File: src/rtl/core/pps_pkg.sv
// Shared types and constants for the pick-and-place sequencer.
// No dependencies; used by pps_joint and pick_place_sequencer_core.
`default_nettype none

package pps_pkg;

  localparam int ANGLE_BITS_DEF = 16;
  localparam int GOAL_W         = 16;
  localparam int DIST_W         = 12;
  localparam int TOL_W          = 15;
  localparam int DWELL_W        = 8;
  localparam int LIMIT_W        = 15;
  localparam int GAIN_W         = 4;
  localparam int ADDR_W         = 5;
  localparam int DATA_W         = 32;

  typedef enum logic [2:0] {
    PH_WAIT    = 3'd0,
    PH_GRASP   = 3'd1,
    PH_ROTATE  = 3'd2,
    PH_RELEASE = 3'd3,
    PH_RETURN  = 3'd4
  } phase_t;

  typedef enum logic [1:0] {
    GRIP_NONE  = 2'd0,
    GRIP_CLOSE = 2'd1,
    GRIP_OPEN  = 2'd2
  } grip_t;

  // register index = paddr[4:2]
  localparam logic [2:0] REG_DETECT = 3'd0;
  localparam logic [2:0] REG_TOL    = 3'd1;
  localparam logic [2:0] REG_DWELL  = 3'd2;
  localparam logic [2:0] REG_LIM_A  = 3'd3;
  localparam logic [2:0] REG_LIM_B  = 3'd4;
  localparam logic [2:0] REG_LIM_C  = 3'd5;
  localparam logic [2:0] REG_LIM_D  = 3'd6;

  localparam logic [DIST_W-1:0]  DETECT_RST = 12'd500;
  localparam logic [TOL_W-1:0]   TOL_RST    = 15'd205;
  localparam logic [DWELL_W-1:0] DWELL_RST  = 8'd8;
  localparam logic [LIMIT_W-1:0] LIMIT_RST  = 15'd12868;

  // place pose, Q4.12 rounded to nearest
  localparam logic signed [GOAL_W-1:0] PLACE_A = -16'sd7700;
  localparam logic signed [GOAL_W-1:0] PLACE_B = -16'sd8765;
  localparam logic signed [GOAL_W-1:0] PLACE_C = -16'sd9748;
  localparam logic signed [GOAL_W-1:0] PLACE_D = -16'sd6185;

  localparam logic [GAIN_W-1:0] GAIN_A = 4'd10;
  localparam logic [GAIN_W-1:0] GAIN_B = 4'd9;
  localparam logic [GAIN_W-1:0] GAIN_C = 4'd8;
  localparam logic [GAIN_W-1:0] GAIN_D = 4'd7;

endpackage

`default_nettype wire

File: src/rtl/core/pick_place_sequencer_core.sv
// Pick-and-place sequencer top level: input register, phase logic, result register.
// Depends on pps_pkg and pps_joint.
//
//  channel | direction | handshake            | payload
//  --------+-----------+----------------------+------------------------------------------
//  in      | in        | in_valid / in_stall  | distance, angle_a..angle_d
//  out     | out       | out_valid / out_stall| phase, drive_valid, goal_select,
//          |           |                      | vel_a..vel_d, gripper_cmd
//  config  | in        | APB psel/penable     | seven registers at 4*i
//
// One item per cycle sustained while out_stall is low; each item passes the input register, then the result register.
// The phase and dwell counter update as an item moves into the result register.
// Synchronous active-high rst clears valids, phase and dwell counter and loads register defaults.
// in_stall rises only while the input register holds an item that cannot advance.
`default_nettype none

module pick_place_sequencer_core #(
  parameter int ANGLE_BITS = pps_pkg::ANGLE_BITS_DEF
) (
  input  logic                                clk,
  input  logic                                rst,
  // input channel
  input  logic                                in_valid,
  output logic                                in_stall,
  input  logic        [pps_pkg::DIST_W-1:0]   distance,
  input  logic signed [ANGLE_BITS-1:0]        angle_a,
  input  logic signed [ANGLE_BITS-1:0]        angle_b,
  input  logic signed [ANGLE_BITS-1:0]        angle_c,
  input  logic signed [ANGLE_BITS-1:0]        angle_d,
  // output channel
  output logic                                out_valid,
  input  logic                                out_stall,
  output logic        [2:0]                   phase,
  output logic                                drive_valid,
  output logic                                goal_select,
  output logic signed [ANGLE_BITS-1:0]        vel_a,
  output logic signed [ANGLE_BITS-1:0]        vel_b,
  output logic signed [ANGLE_BITS-1:0]        vel_c,
  output logic signed [ANGLE_BITS-1:0]        vel_d,
  output logic        [1:0]                   gripper_cmd,
  // configuration
  input  logic                                psel,
  input  logic                                penable,
  input  logic                                pwrite,
  input  logic        [pps_pkg::ADDR_W-1:0]   paddr,
  input  logic        [pps_pkg::DATA_W-1:0]   pwdata,
  output logic        [pps_pkg::DATA_W-1:0]   prdata,
  output logic                                pready
);

  localparam int EW = ((ANGLE_BITS > pps_pkg::GOAL_W) ? ANGLE_BITS : pps_pkg::GOAL_W) + 1;

  // configuration registers
  logic [pps_pkg::DIST_W-1:0]  detect_threshold;
  logic [pps_pkg::TOL_W-1:0]   arrive_tolerance;
  logic [pps_pkg::DWELL_W-1:0] dwell_ticks;
  logic [pps_pkg::LIMIT_W-1:0] speed_limit_a;
  logic [pps_pkg::LIMIT_W-1:0] speed_limit_b;
  logic [pps_pkg::LIMIT_W-1:0] speed_limit_c;
  logic [pps_pkg::LIMIT_W-1:0] speed_limit_d;

  logic       cfg_wr;
  logic [2:0] cfg_idx;

  assign pready  = 1'b1;
  assign cfg_wr  = psel && penable && pwrite;
  assign cfg_idx = paddr[4:2];

  always_ff @(posedge clk) begin
    if (rst) begin
      detect_threshold <= pps_pkg::DETECT_RST;
      arrive_tolerance <= pps_pkg::TOL_RST;
      dwell_ticks      <= pps_pkg::DWELL_RST;
      speed_limit_a    <= pps_pkg::LIMIT_RST;
      speed_limit_b    <= pps_pkg::LIMIT_RST;
      speed_limit_c    <= pps_pkg::LIMIT_RST;
      speed_limit_d    <= pps_pkg::LIMIT_RST;
    end else if (cfg_wr) begin
      case (cfg_idx)
        pps_pkg::REG_DETECT: detect_threshold <= pwdata[pps_pkg::DIST_W-1:0];
        pps_pkg::REG_TOL:    arrive_tolerance <= pwdata[pps_pkg::TOL_W-1:0];
        pps_pkg::REG_DWELL:  dwell_ticks      <= pwdata[pps_pkg::DWELL_W-1:0];
        pps_pkg::REG_LIM_A:  speed_limit_a    <= pwdata[pps_pkg::LIMIT_W-1:0];
        pps_pkg::REG_LIM_B:  speed_limit_b    <= pwdata[pps_pkg::LIMIT_W-1:0];
        pps_pkg::REG_LIM_C:  speed_limit_c    <= pwdata[pps_pkg::LIMIT_W-1:0];
        pps_pkg::REG_LIM_D:  speed_limit_d    <= pwdata[pps_pkg::LIMIT_W-1:0];
        default: ;
      endcase
    end
  end

  always_comb begin
    case (cfg_idx)
      pps_pkg::REG_DETECT: prdata = pps_pkg::DATA_W'(detect_threshold);
      pps_pkg::REG_TOL:    prdata = pps_pkg::DATA_W'(arrive_tolerance);
      pps_pkg::REG_DWELL:  prdata = pps_pkg::DATA_W'(dwell_ticks);
      pps_pkg::REG_LIM_A:  prdata = pps_pkg::DATA_W'(speed_limit_a);
      pps_pkg::REG_LIM_B:  prdata = pps_pkg::DATA_W'(speed_limit_b);
      pps_pkg::REG_LIM_C:  prdata = pps_pkg::DATA_W'(speed_limit_c);
      pps_pkg::REG_LIM_D:  prdata = pps_pkg::DATA_W'(speed_limit_d);
      default:             prdata = '0;
    endcase
  end

  // input register
  logic                         in_q_valid;
  logic [pps_pkg::DIST_W-1:0]   dist_q;
  logic signed [ANGLE_BITS-1:0] ang_a_q;
  logic signed [ANGLE_BITS-1:0] ang_b_q;
  logic signed [ANGLE_BITS-1:0] ang_c_q;
  logic signed [ANGLE_BITS-1:0] ang_d_q;

  logic out_free;
  logic advance;
  logic take;

  assign out_free = !out_valid || !out_stall;
  assign advance  = in_q_valid && out_free;
  assign in_stall = in_q_valid && !out_free;
  assign take     = in_valid && !in_stall;

  always_ff @(posedge clk) begin
    if (rst) begin
      in_q_valid <= 1'b0;
    end else if (take) begin
      in_q_valid <= 1'b1;
    end else if (advance) begin
      in_q_valid <= 1'b0;
    end
  end

  always_ff @(posedge clk) begin
    if (take) begin
      dist_q  <= distance;
      ang_a_q <= angle_a;
      ang_b_q <= angle_b;
      ang_c_q <= angle_c;
      ang_d_q <= angle_d;
    end
  end

  // sequencer state
  pps_pkg::phase_t              phase_reg;
  pps_pkg::phase_t              phase_reg_next;
  logic [pps_pkg::DWELL_W-1:0]  dwell_count;
  logic [pps_pkg::DWELL_W-1:0]  dwell_count_next;
  logic [pps_pkg::DWELL_W-1:0]  dwell_loaded;

  logic                         detect;
  logic                         arrived;
  logic                         load_dwell;
  logic                         drive;
  logic                         home;
  pps_pkg::grip_t               grip;

  // joint c arrival against the goal of the current phase
  logic signed [pps_pkg::GOAL_W-1:0] goal_c;
  logic signed [EW-1:0]              diff_c;
  logic signed [EW-1:0]              mag_c;

  assign goal_c  = home ? '0 : pps_pkg::PLACE_C;
  assign diff_c  = EW'(ang_c_q) - EW'(goal_c);
  assign mag_c   = (diff_c < 0) ? -diff_c : diff_c;
  assign arrived = $unsigned(mag_c) < EW'(arrive_tolerance);
  assign detect  = dist_q < detect_threshold;

  // next phase
  always_comb begin
    phase_reg_next = phase_reg;
    load_dwell     = 1'b0;
    case (phase_reg)
      pps_pkg::PH_WAIT: begin
        if (detect) begin
          phase_reg_next = pps_pkg::PH_GRASP;
          load_dwell     = 1'b1;
        end
      end
      pps_pkg::PH_GRASP: begin
        if (dwell_count == '0) phase_reg_next = pps_pkg::PH_ROTATE;
      end
      pps_pkg::PH_ROTATE: begin
        if (arrived) begin
          phase_reg_next = pps_pkg::PH_RELEASE;
          load_dwell     = 1'b1;
        end
      end
      pps_pkg::PH_RELEASE: begin
        if (dwell_count == '0) phase_reg_next = pps_pkg::PH_RETURN;
      end
      pps_pkg::PH_RETURN: begin
        if (arrived) phase_reg_next = pps_pkg::PH_WAIT;
      end
      default: phase_reg_next = pps_pkg::PH_WAIT;
    endcase
  end

  // per-phase outputs
  always_comb begin
    drive = 1'b0;
    home  = 1'b0;
    grip  = pps_pkg::GRIP_NONE;
    case (phase_reg)
      pps_pkg::PH_WAIT: begin
        if (detect) grip = pps_pkg::GRIP_CLOSE;
      end
      pps_pkg::PH_ROTATE: begin
        drive = 1'b1;
      end
      pps_pkg::PH_RELEASE: begin
        if (dwell_count == '0) grip = pps_pkg::GRIP_OPEN;
      end
      pps_pkg::PH_RETURN: begin
        drive = 1'b1;
        home  = 1'b1;
      end
      default: ;
    endcase
  end

  // decrement every item, saturating at zero, after any load
  assign dwell_loaded     = load_dwell ? dwell_ticks : dwell_count;
  assign dwell_count_next = (dwell_loaded == '0) ? '0 : dwell_loaded - 1'b1;

  always_ff @(posedge clk) begin
    if (rst) begin
      phase_reg   <= pps_pkg::PH_WAIT;
      dwell_count <= '0;
    end else if (advance) begin
      phase_reg   <= phase_reg_next;
      dwell_count <= dwell_count_next;
    end
  end

  // joint drives
  logic signed [ANGLE_BITS-1:0] vel_a_c;
  logic signed [ANGLE_BITS-1:0] vel_b_c;
  logic signed [ANGLE_BITS-1:0] vel_c_c;
  logic signed [ANGLE_BITS-1:0] vel_d_c;

  pps_joint #(.ANGLE_BITS(ANGLE_BITS), .GAIN(pps_pkg::GAIN_A)) u_joint_a (
    .goal (home ? '0 : pps_pkg::PLACE_A),
    .angle(ang_a_q),
    .limit(speed_limit_a),
    .vel  (vel_a_c)
  );

  pps_joint #(.ANGLE_BITS(ANGLE_BITS), .GAIN(pps_pkg::GAIN_B)) u_joint_b (
    .goal (home ? '0 : pps_pkg::PLACE_B),
    .angle(ang_b_q),
    .limit(speed_limit_b),
    .vel  (vel_b_c)
  );

  pps_joint #(.ANGLE_BITS(ANGLE_BITS), .GAIN(pps_pkg::GAIN_C)) u_joint_c (
    .goal (goal_c),
    .angle(ang_c_q),
    .limit(speed_limit_c),
    .vel  (vel_c_c)
  );

  pps_joint #(.ANGLE_BITS(ANGLE_BITS), .GAIN(pps_pkg::GAIN_D)) u_joint_d (
    .goal (home ? '0 : pps_pkg::PLACE_D),
    .angle(ang_d_q),
    .limit(speed_limit_d),
    .vel  (vel_d_c)
  );

  // result register
  always_ff @(posedge clk) begin
    if (rst) begin
      out_valid <= 1'b0;
    end else if (advance) begin
      out_valid <= 1'b1;
    end else if (!out_stall) begin
      out_valid <= 1'b0;
    end
  end

  always_ff @(posedge clk) begin
    if (advance) begin
      phase       <= phase_reg;
      drive_valid <= drive;
      goal_select <= home;
      vel_a       <= drive ? vel_a_c : '0;
      vel_b       <= drive ? vel_b_c : '0;
      vel_c       <= drive ? vel_c_c : '0;
      vel_d       <= drive ? vel_d_c : '0;
      gripper_cmd <= grip;
    end
  end

endmodule

`default_nettype wire

File: src/rtl/core/pps_joint.sv
// One joint's velocity command: gain times position error, clamped.
// Depends on pps_pkg for field widths.
`default_nettype none

module pps_joint #(
  parameter int ANGLE_BITS = pps_pkg::ANGLE_BITS_DEF,
  parameter logic [pps_pkg::GAIN_W-1:0] GAIN = pps_pkg::GAIN_A
) (
  input  logic signed [pps_pkg::GOAL_W-1:0]  goal,
  input  logic signed [ANGLE_BITS-1:0]       angle,
  input  logic        [pps_pkg::LIMIT_W-1:0] limit,
  output logic signed [ANGLE_BITS-1:0]       vel
);

  localparam int EW = ((ANGLE_BITS > pps_pkg::GOAL_W) ? ANGLE_BITS : pps_pkg::GOAL_W) + 1;
  localparam int PW = EW + pps_pkg::GAIN_W + 1;
  localparam longint SMAX_L = (longint'(1) << (ANGLE_BITS - 1)) - 1;
  localparam logic signed [PW-1:0] SMAX = PW'(SMAX_L);
  localparam logic signed [PW-1:0] SMIN = -SMAX - PW'(1);

  logic signed [EW-1:0] err;
  logic signed [PW-1:0] prod;
  logic signed [PW-1:0] lim_pos;
  logic signed [PW-1:0] lim_neg;
  logic signed [PW-1:0] u_lim;
  logic signed [PW-1:0] u_sat;

  assign err     = EW'(goal) - EW'(angle);
  assign prod    = PW'(err) * PW'($signed({1'b0, GAIN}));
  assign lim_pos = $signed(PW'(limit));
  assign lim_neg = -lim_pos;

  // speed limit first, then the signed range of the angle word
  always_comb begin
    u_lim = prod;
    if (u_lim > lim_pos) u_lim = lim_pos;
    if (u_lim < lim_neg) u_lim = lim_neg;
    u_sat = u_lim;
    if (u_sat > SMAX) u_sat = SMAX;
    if (u_sat < SMIN) u_sat = SMIN;
  end

  assign vel = u_sat[ANGLE_BITS-1:0];

endmodule

`default_nettype wire
File: config.mk
export PLATFORM = sky130hd
export DESIGN_NAME = pick_place_sequencer_core
export DESIGN_NICKNAME = d
export VERILOG_FILES = /design/src/rtl/core/pps_pkg.sv /design/src/rtl/core/pick_place_sequencer_core.sv /design/src/rtl/core/pps_joint.sv
export SDC_FILE = /design/constraint.sdc
export NUM_CORES = 1
export LEC_CHECK = 0
export BUFFER_PORTS_ARGS = -buffer_cell sky130_fd_sc_hd__buf_4
export CORE_MARGIN = 8
export CORE_UTILIZATION = 40
export CTS_BUF_LIST = sky130_fd_sc_hd__clkbuf_4 sky130_fd_sc_hd__clkbuf_8
export DETAILED_ROUTE_END_ITERATION = 16
export RECOVER_POWER = 100
export SYNTH_ARGS = -nofsm -noshare
export SYNTH_HDL_FRONTEND = slang
export SYNTH_HIERARCHICAL = 1
export SYNTH_SLANG_ARGS = --single-unit
File: constraint.sdc
create_clock -name clk -period 14.55 [get_ports clk]
set_clock_uncertainty 0.15 [all_clocks]
set_input_delay 0 -clock clk [delete_from_list [all_inputs] [get_ports clk]]
set_output_delay 0 -clock clk [all_outputs]
set_load 0.02 [all_outputs]
# Word-level counts from Yosys, hierarchy flattened
# Index checks and enable logic that the tools add are counted.
dict set report totals {
  ff_bits 255
  ram_bits 0
  rom_bits 0
  elab_cells 148
  latch_bits 0
  n_memories 0
}
dict set report op_classes {
  div 0
  multipliers 3
  n_eq_ne 16
  mux 42
  magnitude_cmp 19
  bitwise 1
  shifts 0
  addsub 11
  reduce_logical 28
}
# operator n
set ops {}
lappend ops {{22-bit two-way mux} 12}
lappend ops {{16-bit two-way mux} 8}
lappend ops {{15-bit one-hot mux with 7 select lines} 1}
lappend ops {{22-bit by 16-bit greater-than comparator with 1-bit output (second input constant)} 4}
lappend ops {{22-bit by 16-bit less-than comparator with 1-bit output (second input constant)} 4}
lappend ops {{22-bit less-than comparator} 4}
lappend ops {{15-bit negation with 22-bit output} 4}
lappend ops {{16-bit by 16-bit subtractor with 17-bit output} 5}
lappend ops {{22-bit by 16-bit greater-than comparator with 1-bit output} 3}
lappend ops {{17-bit by 4-bit multiplier with 21-bit output (second input constant)} 2}
lappend ops {{17-bit by 5-bit multiplier with 22-bit output (second input constant)} 1}
lappend ops {{20-bit by 16-bit greater-than comparator with 1-bit output} 1}
lappend ops {{17-bit by 1-bit less-than comparator with 1-bit output (second input constant)} 1}
lappend ops {{17-bit by 15-bit less-than comparator with 1-bit output} 1}
lappend ops {{17-bit two-way mux} 1}
lappend ops {{17-bit negation} 1}
lappend ops {{8-bit logical NOT} 2}
lappend ops {{8-bit two-way mux} 2}
lappend ops {{3-bit two-way mux} 5}
lappend ops {{3-bit one-hot mux with 5 select lines} 1}
lappend ops {{2-bit AND reduction} 7}
lappend ops {{3-bit by 2-bit equality test with 1-bit output (second input constant)} 4}
lappend ops {{3-bit equality test (second input constant)} 4}
lappend ops {{12-bit less-than comparator} 1}
lappend ops {{16 further kinds} 41}

# Depth between registers and ports, before layout
dict set report depth {
  depth_word 13
  mapped_depth 50
  ltp_nobuf 45
}

# By module
# Netlist, hierarchy kept.
# mod area_per_inst_um2 cells_each n_inst
set modules_own_cells {}
lappend modules_own_cells {pick_place_sequencer_core 11628.7 1122 1}
lappend modules_own_cells {{pps_joint (u_joint_d)} 4326.6 590 1}
lappend modules_own_cells {{pps_joint (u_joint_b)} 3721.1 536 1}
lappend modules_own_cells {{pps_joint (u_joint_a)} 3703.6 524 1}
lappend modules_own_cells {{pps_joint (u_joint_c)} 2692.6 386 1}

# Worst setup path after synthesis
# OpenSTA, ideal clock, no wires.
dict set report synth_path {
  path_kind {register -> register}
  from {register phase_reg[1]}
  to {register vel_d[11] (data pin)}
  arrival_time_ps 9487
  path_buffers 4
  stages_incl_launch_ff 46
  path_slack_ps 4658
  t_required_ps 14145
  path_cell_list {dfxtp_1 > clkbuf_1 > or3b_2 > inv_1 > ha_1 > fa_1 > nand2b_1 > a21o_1 > and2_1 > xnor2_1 > ha_1 > inv_1 > fa_1 > inv_1 > ha_1 > a2111oi_0 > o21ai_0 > a31o_2 > (+10 left out) > nor3_1 > nor3_1 > a31oi_2 > clkbuf_1 > buf_2 > mux2_2 > ha_1 > a21o_1 > a21o_1 > a221oi_1 > o21ai_0 > a31oi_1 > o311ai_0 > mux2_2 > a41oi_4 > buf_12 > mux2_4 > and2_1}
}
dict set report synth_via {
  elab_chain_len 13
  elab_cells_between_ends 17
  classes_between {1 x add/sub; 1 x mul; 4 x order compare; 2 x eq/ne; 6 x mux; 1 x bitwise; 2 x reduce/logical}
}
# item line
set synth_lines {}
lappend synth_lines {{start: declaration} pick_place_sequencer_core.sv:143} ;# pps_pkg::phase_t phase_reg;
lappend synth_lines {{start signal: assignment} pick_place_sequencer_core.sv:226} ;# phase_reg <= pps_pkg::PH_WAIT;
lappend synth_lines {{start signal: assignment} pick_place_sequencer_core.sv:229} ;# phase_reg <= phase_reg_next;
lappend synth_lines {{3-bit equality test} pick_place_sequencer_core.sv:202} ;# case (phase_reg)
lappend synth_lines {{1-bit two-way mux} pick_place_sequencer_core.sv:202}
lappend synth_lines {{16-bit two-way mux} pick_place_sequencer_core.sv:262} ;# .goal (home ? '0 : pps_pkg::PLACE_D),
lappend synth_lines {{16-bit by 16-bit subtractor with 17-bit output} pps_joint.sv:28} ;# assign err = EW'(goal) - EW'(angle);
lappend synth_lines {{17-bit by 4-bit multiplier with 21-bit output} pps_joint.sv:29} ;# assign prod = PW'(err) * PW'($signed({1'b0, GAIN}));
lappend synth_lines {{22-bit by 16-bit greater-than comparator with 1-bit output} pps_joint.sv:36} ;# if (u_lim > lim_pos) u_lim = lim_pos;
lappend synth_lines {{22-bit two-way mux} pps_joint.sv:36}
lappend synth_lines {{22-bit less-than comparator} pps_joint.sv:37} ;# if (u_lim < lim_neg) u_lim = lim_neg;
lappend synth_lines {{22-bit two-way mux} pps_joint.sv:37}
lappend synth_lines {{22-bit by 16-bit greater-than comparator with 1-bit output} pps_joint.sv:39} ;# if (u_sat > SMAX) u_sat = SMAX;
lappend synth_lines {{22-bit two-way mux} pps_joint.sv:39}
lappend synth_lines {{22-bit by 16-bit less-than comparator with 1-bit output} pps_joint.sv:40} ;# if (u_sat < SMIN) u_sat = SMIN;
lappend synth_lines {{2-bit OR reduction (no source line)} --}
lappend synth_lines {{end signal: assignment} pick_place_sequencer_core.sv:287} ;# vel_d <= drive ? vel_d_c : '0;
lappend synth_lines {{end: declaration} pick_place_sequencer_core.sv:39} ;# output logic signed [ANGLE_BITS-1:0] vel_d,
# Several ways; a longest one is shown, not always the timed one.
# A chain may end at the register's enable or synchronous reset.

# Worst setup path after layout
dict set report layout_path {
  from {register phase_reg[2]}
  to {register vel_a[4] (data pin)}
}
dict set report layout_via {
  elab_chain_len 13
  elab_cells_between_ends 17
  classes_between {1 x add/sub; 1 x mul; 4 x order compare; 2 x eq/ne; 6 x mux; 1 x bitwise; 2 x reduce/logical}
}
# item line
set layout_lines {}
lappend layout_lines {{3-bit equality test} pick_place_sequencer_core.sv:202}
lappend layout_lines {{1-bit two-way mux} pick_place_sequencer_core.sv:202}
lappend layout_lines {{16-bit two-way mux} pick_place_sequencer_core.sv:241} ;# .goal (home ? '0 : pps_pkg::PLACE_A),
lappend layout_lines {{16-bit by 16-bit subtractor with 17-bit output} pps_joint.sv:28}
lappend layout_lines {{17-bit by 4-bit multiplier with 21-bit output} pps_joint.sv:29}
lappend layout_lines {{22-bit by 16-bit greater-than comparator with 1-bit output} pps_joint.sv:36}
lappend layout_lines {{22-bit two-way mux} pps_joint.sv:36}
lappend layout_lines {{22-bit less-than comparator} pps_joint.sv:37}
lappend layout_lines {{22-bit two-way mux} pps_joint.sv:37}
lappend layout_lines {{22-bit by 16-bit greater-than comparator with 1-bit output} pps_joint.sv:39}
lappend layout_lines {{22-bit two-way mux} pps_joint.sv:39}
lappend layout_lines {{22-bit by 16-bit less-than comparator with 1-bit output} pps_joint.sv:40}
lappend layout_lines {{2-bit OR reduction (no source line)} --}
lappend layout_lines {{end signal: assignment} pick_place_sequencer_core.sv:284} ;# vel_a <= drive ? vel_a_c : '0;
lappend layout_lines {{end: declaration} pick_place_sequencer_core.sv:36} ;# output logic signed [ANGLE_BITS-1:0] vel_a,
# Several ways; a longest one is shown, not always the timed one.

==> key figures <==
Pwr
  • P_leak: about 13 nW
  • Sequential Power Share: 0.234
  • Peak VDD IR: between 0.1 and 0.15 mV
  • P_int: 2.031 mW
  • Cell area power density: 114.2 nW/um^2
  • Clock power share: 0.230
  • NetSw: 1.478 mW
  • Sw Share: 0.4211
  • Power share of the combinational group: 0.536

Placed design
  • PortBufs: 188
  • Placer Congestion: 0.8844
  • Dpl cell area: 28150 sq um
  • Detailed Place HPWL: 57240 um
  • Dpl cells: a little over 4000

Clocking
  • H-tree levels: 2
  • Clock root buffer: clkbuf_8
  • Maximum root-to-sink buffer count: 3
  • CTS tree: built
  • CTS Buf Count: 49
  • Post-CTS Repair Setup Buffers: 0
  • # resized after CTS: 0
  • Clock sinks: 255
  • Clock-pin slew on the worst setup and hold paths: 60 ps
  • CTS Hold Bufs: ~200
  • Clk_lat worst skew: 680 ps

Synth
  • Synth Cell Area: between 20000 and 30000 sq um
  • Syn Inst Count: 3158
  • Post-synthesis cell type count: 124
  • Synth Register Bits: between 200 and 300
  • Synth async-reset ratio: 0
  • Total number of yosys warnings: 6
  • Most used DFF post-synth: edfxtp_1
  • Seq/Total Area, Yosys: 0.2522
  • EDFF count, synth: 147
  • Syn avg cell area: 8.256 sq um

Layout
  • Register area: roughly 6600 sq um
  • Footprint of the multi-input gates: roughly 18000 sq um
  • Layout cells sized above 1: 0.08685
  • Final Cell Area: 30720 sq um
  • Commonest non-fill, non-tap cell in the layout: nand2_1
  • Layout fillers: 6550
  • Most frequent cells in the layout: nand2_1, ha_1, inv_1
  • Final net count: 3983
  • P&R area growth vs syn: 17.81%
  • Non-Filler Instances: 4414

Timing
  • Final setup viols: 0
  • Final period utilization: 0.8552
  • Slew of the pin with the lowest slew margin: 3097 ps
  • Rel. slew slack: -1.065
  • Final Hold Violating Endpoints: 0
  • Peak Freq: 0.08037 GHz
  • RSZ-0062 raised after global routing: no
  • Setup_tns: 0 ps
  • Min Clock Period, post-route: roughly 12000 ps
  • Pins Over Slew Limit: 400

Global route
  • GRT Total Usage: 0.1987
  • Initial antenna violation count: 2
  • Largest net degree at the start of global routing: 66
  • Vias in the first global route: 22541
  • Global-route wire length before repair: 121000 um
  • Total congestion overflow: 0

Setup path
  • FF-to-FF End: vel_a[4]$_SDFFCE_PN0P_
  • Worst setup path category: reg -> reg
  • R2R Setup Slk: 2110 ps
  • CP max stage cell: a311oi_2
  • Startpoint types: flip-flop
  • Critical Path End Type: flip-flop
  • Max FO, Critical Path: 43
  • Reg2reg path depth: 41
  • R2r startpoint: phase_reg[2]$_SDFFE_PP0P_
  • Most used cell, CP: o21ai_0
  • Crit path required time: 14760 ps
  • Max incr delay on CP: around 1300 ps
  • Worst Path Arrival: 12660 ps

Floorplan
  • Die area: 73610 sq um
  • I/O Pins: 226
  • Die height: roughly 270 um
  • # rows: 93
  • Starting Density: 0.4044
  • Core ar.: 64460 sq um
  • Die width: 271.3 um

Detailed routing
  • Via count: 23484
  • # DRC: 0
  • Vias per cell: 5.320
  • Routed Wire Length: 75150 um
  • Post-DRT Antenna Nets: 0
  • Drt pass-1 iters: 5
  • Iter 0 DRT Violations: ~1500
  • WL/cell: 17.02 um

Min path
  • Worst hold path class: in -> reg
  • Hold Path Sink: speed_limit_b[13]$_SDFFE_PP1P_
  • Min-delay src: pwdata[13]
  • Hold Path Depth: 4

Run
  • Number of max-cap violations: 11

Status
  • Failing checks: max-capacitance violations, max-slew violations
  • Outcome: finished with violations
## critical path, delay by kind of cell (launching register included)
| family | cells | cell delay, ps |
|---|---|---|
| adder cells (fa/ha/maj) | 5 | 1810 |
| AND/OR/NAND/NOR | 9 | 2000 |
| XOR/XNOR | 2 | 520 |
| buffers and inverters | 3 | 1500 |
| AO/OA/AOI/OAI | 22 | 5520 |
| flip-flops | 1 | 540 |
## worst max-delay path by stage
stage	cells after the start	slack (ps)	startpoint	to
finish	41	2110	phase_reg[2]$_SDFFE_PP0P_	vel_a[4]$_SDFFCE_PN0P_
global placement	40	3230	phase_reg[1]$_SDFFE_PP0P_	vel_d[9]$_SDFFCE_PN0P_
detailed placement	40	3070	phase_reg[1]$_SDFFE_PP0P_	vel_d[9]$_SDFFCE_PN0P_
global route	44	1090	phase_reg[2]$_SDFFE_PP0P_	vel_a[4]$_SDFFCE_PN0P_
floorplan	45	4660	phase_reg[1]$_SDFFE_PP0P_	vel_d[11]$_SDFFCE_PN0P_
CTS	40	2990	phase_reg[2]$_SDFFE_PP0P_	vel_d[9]$_SDFFCE_PN0P_
## final cells by class
class	instances	area share
sequential	255	0.2141
antenna	1	0.00008147
tap	855	0.03483
multi-input combinational	2483	0.5735
clock inverter	22	0.007006
inverter	327	0.04004
clock buffer	69	0.02827
timing repair buffer	402	0.1022
## per-stage QoR
step	total power [mW]	hold slack, ps	util	setup WS (ps)
after CTS	3.562	1.679	0.4838	2990
after floorplan	2.270	-51.13	-	4658
after global routing	3.816	60.14	0.4765	1093
after global placement	2.681	28.57	0.4367	3226
final	3.509	64.65	0.4765	2107
after detailed placement	2.690	29.29	0.4367	3068
## cell usage after synthesis (11+ instances only)
cell	number	share of area
a211oi_1	32	0.0092
a21o_1	68	0.020
a21oi_1	274	0.053
a21oi_2	18	0.0060
a22oi_1	16	0.0046
a31oi_1	30	0.0072
and2_1	85	0.020
and3_1	24	0.0058
buf_2	18	0.0035
buf_4	23	0.0066
clkbuf_1	74	0.011
dfxtp_1	108	0.083
edfxtp_1	147	0.17
fa_1	21	0.016
ha_1	324	0.16
inv_1	321	0.046
mux2_2	39	0.017
mux2i_1	51	0.020
nand2_1	337	0.049
nand2b_1	33	0.0079
nand3_1	72	0.014
nand3b_1	14	0.0040
nand4_1	48	0.012
nor2_1	198	0.029
nor2b_1	31	0.0074
nor3_1	58	0.011
nor4_1	27	0.0065
o211ai_1	22	0.0063
o21a_1	27	0.0078
o21ai_0	138	0.026
o21ai_1	22	0.0042
o21bai_1	21	0.0060
o31a_1	11	0.0037
o31ai_1	12	0.0035
or3_1	21	0.0050
xnor2_1	128	0.043
xor2_1	48	0.016
## power groups by stage
stage | Clock, mW | Sequential [mW] | Combinational, mW
global placement | 0 | 0.835 | 1.85
CTS | 0.833 | 0.820 | 1.91
detailed placement | 0 | 0.835 | 1.86
finish | 0.806 | 0.821 | 1.88
floorplan | 0 | 0.839 | 1.43
global route | 0.859 | 0.825 | 2.13
## cell families (layout without fill, tap and decap cells)
group,after synthesis,after routing,share of synthesized area
AOI/OAI and AO/OA,803,803,0.2015
xor gates and xnor gates,180,180,0.06162
adders and majority gates,346,346,0.1720
buffers and inverters,461,820,0.07453
DFF,255,255,0.2522
muxes,104,104,0.04732
other,2,44,0.0002880
and+or+nand+nor,1007,1007,0.1906
## metal layers
layer  global-route usage  wire, um  up-vias
met2               0.3278     34330      583
li1                     -         -    11918
met3              0.03614      4436      102
met4              0.05171      1770        0
met5                    0         0        -
met1               0.2661     34610    10881
(Power assumes the default switching activity.)
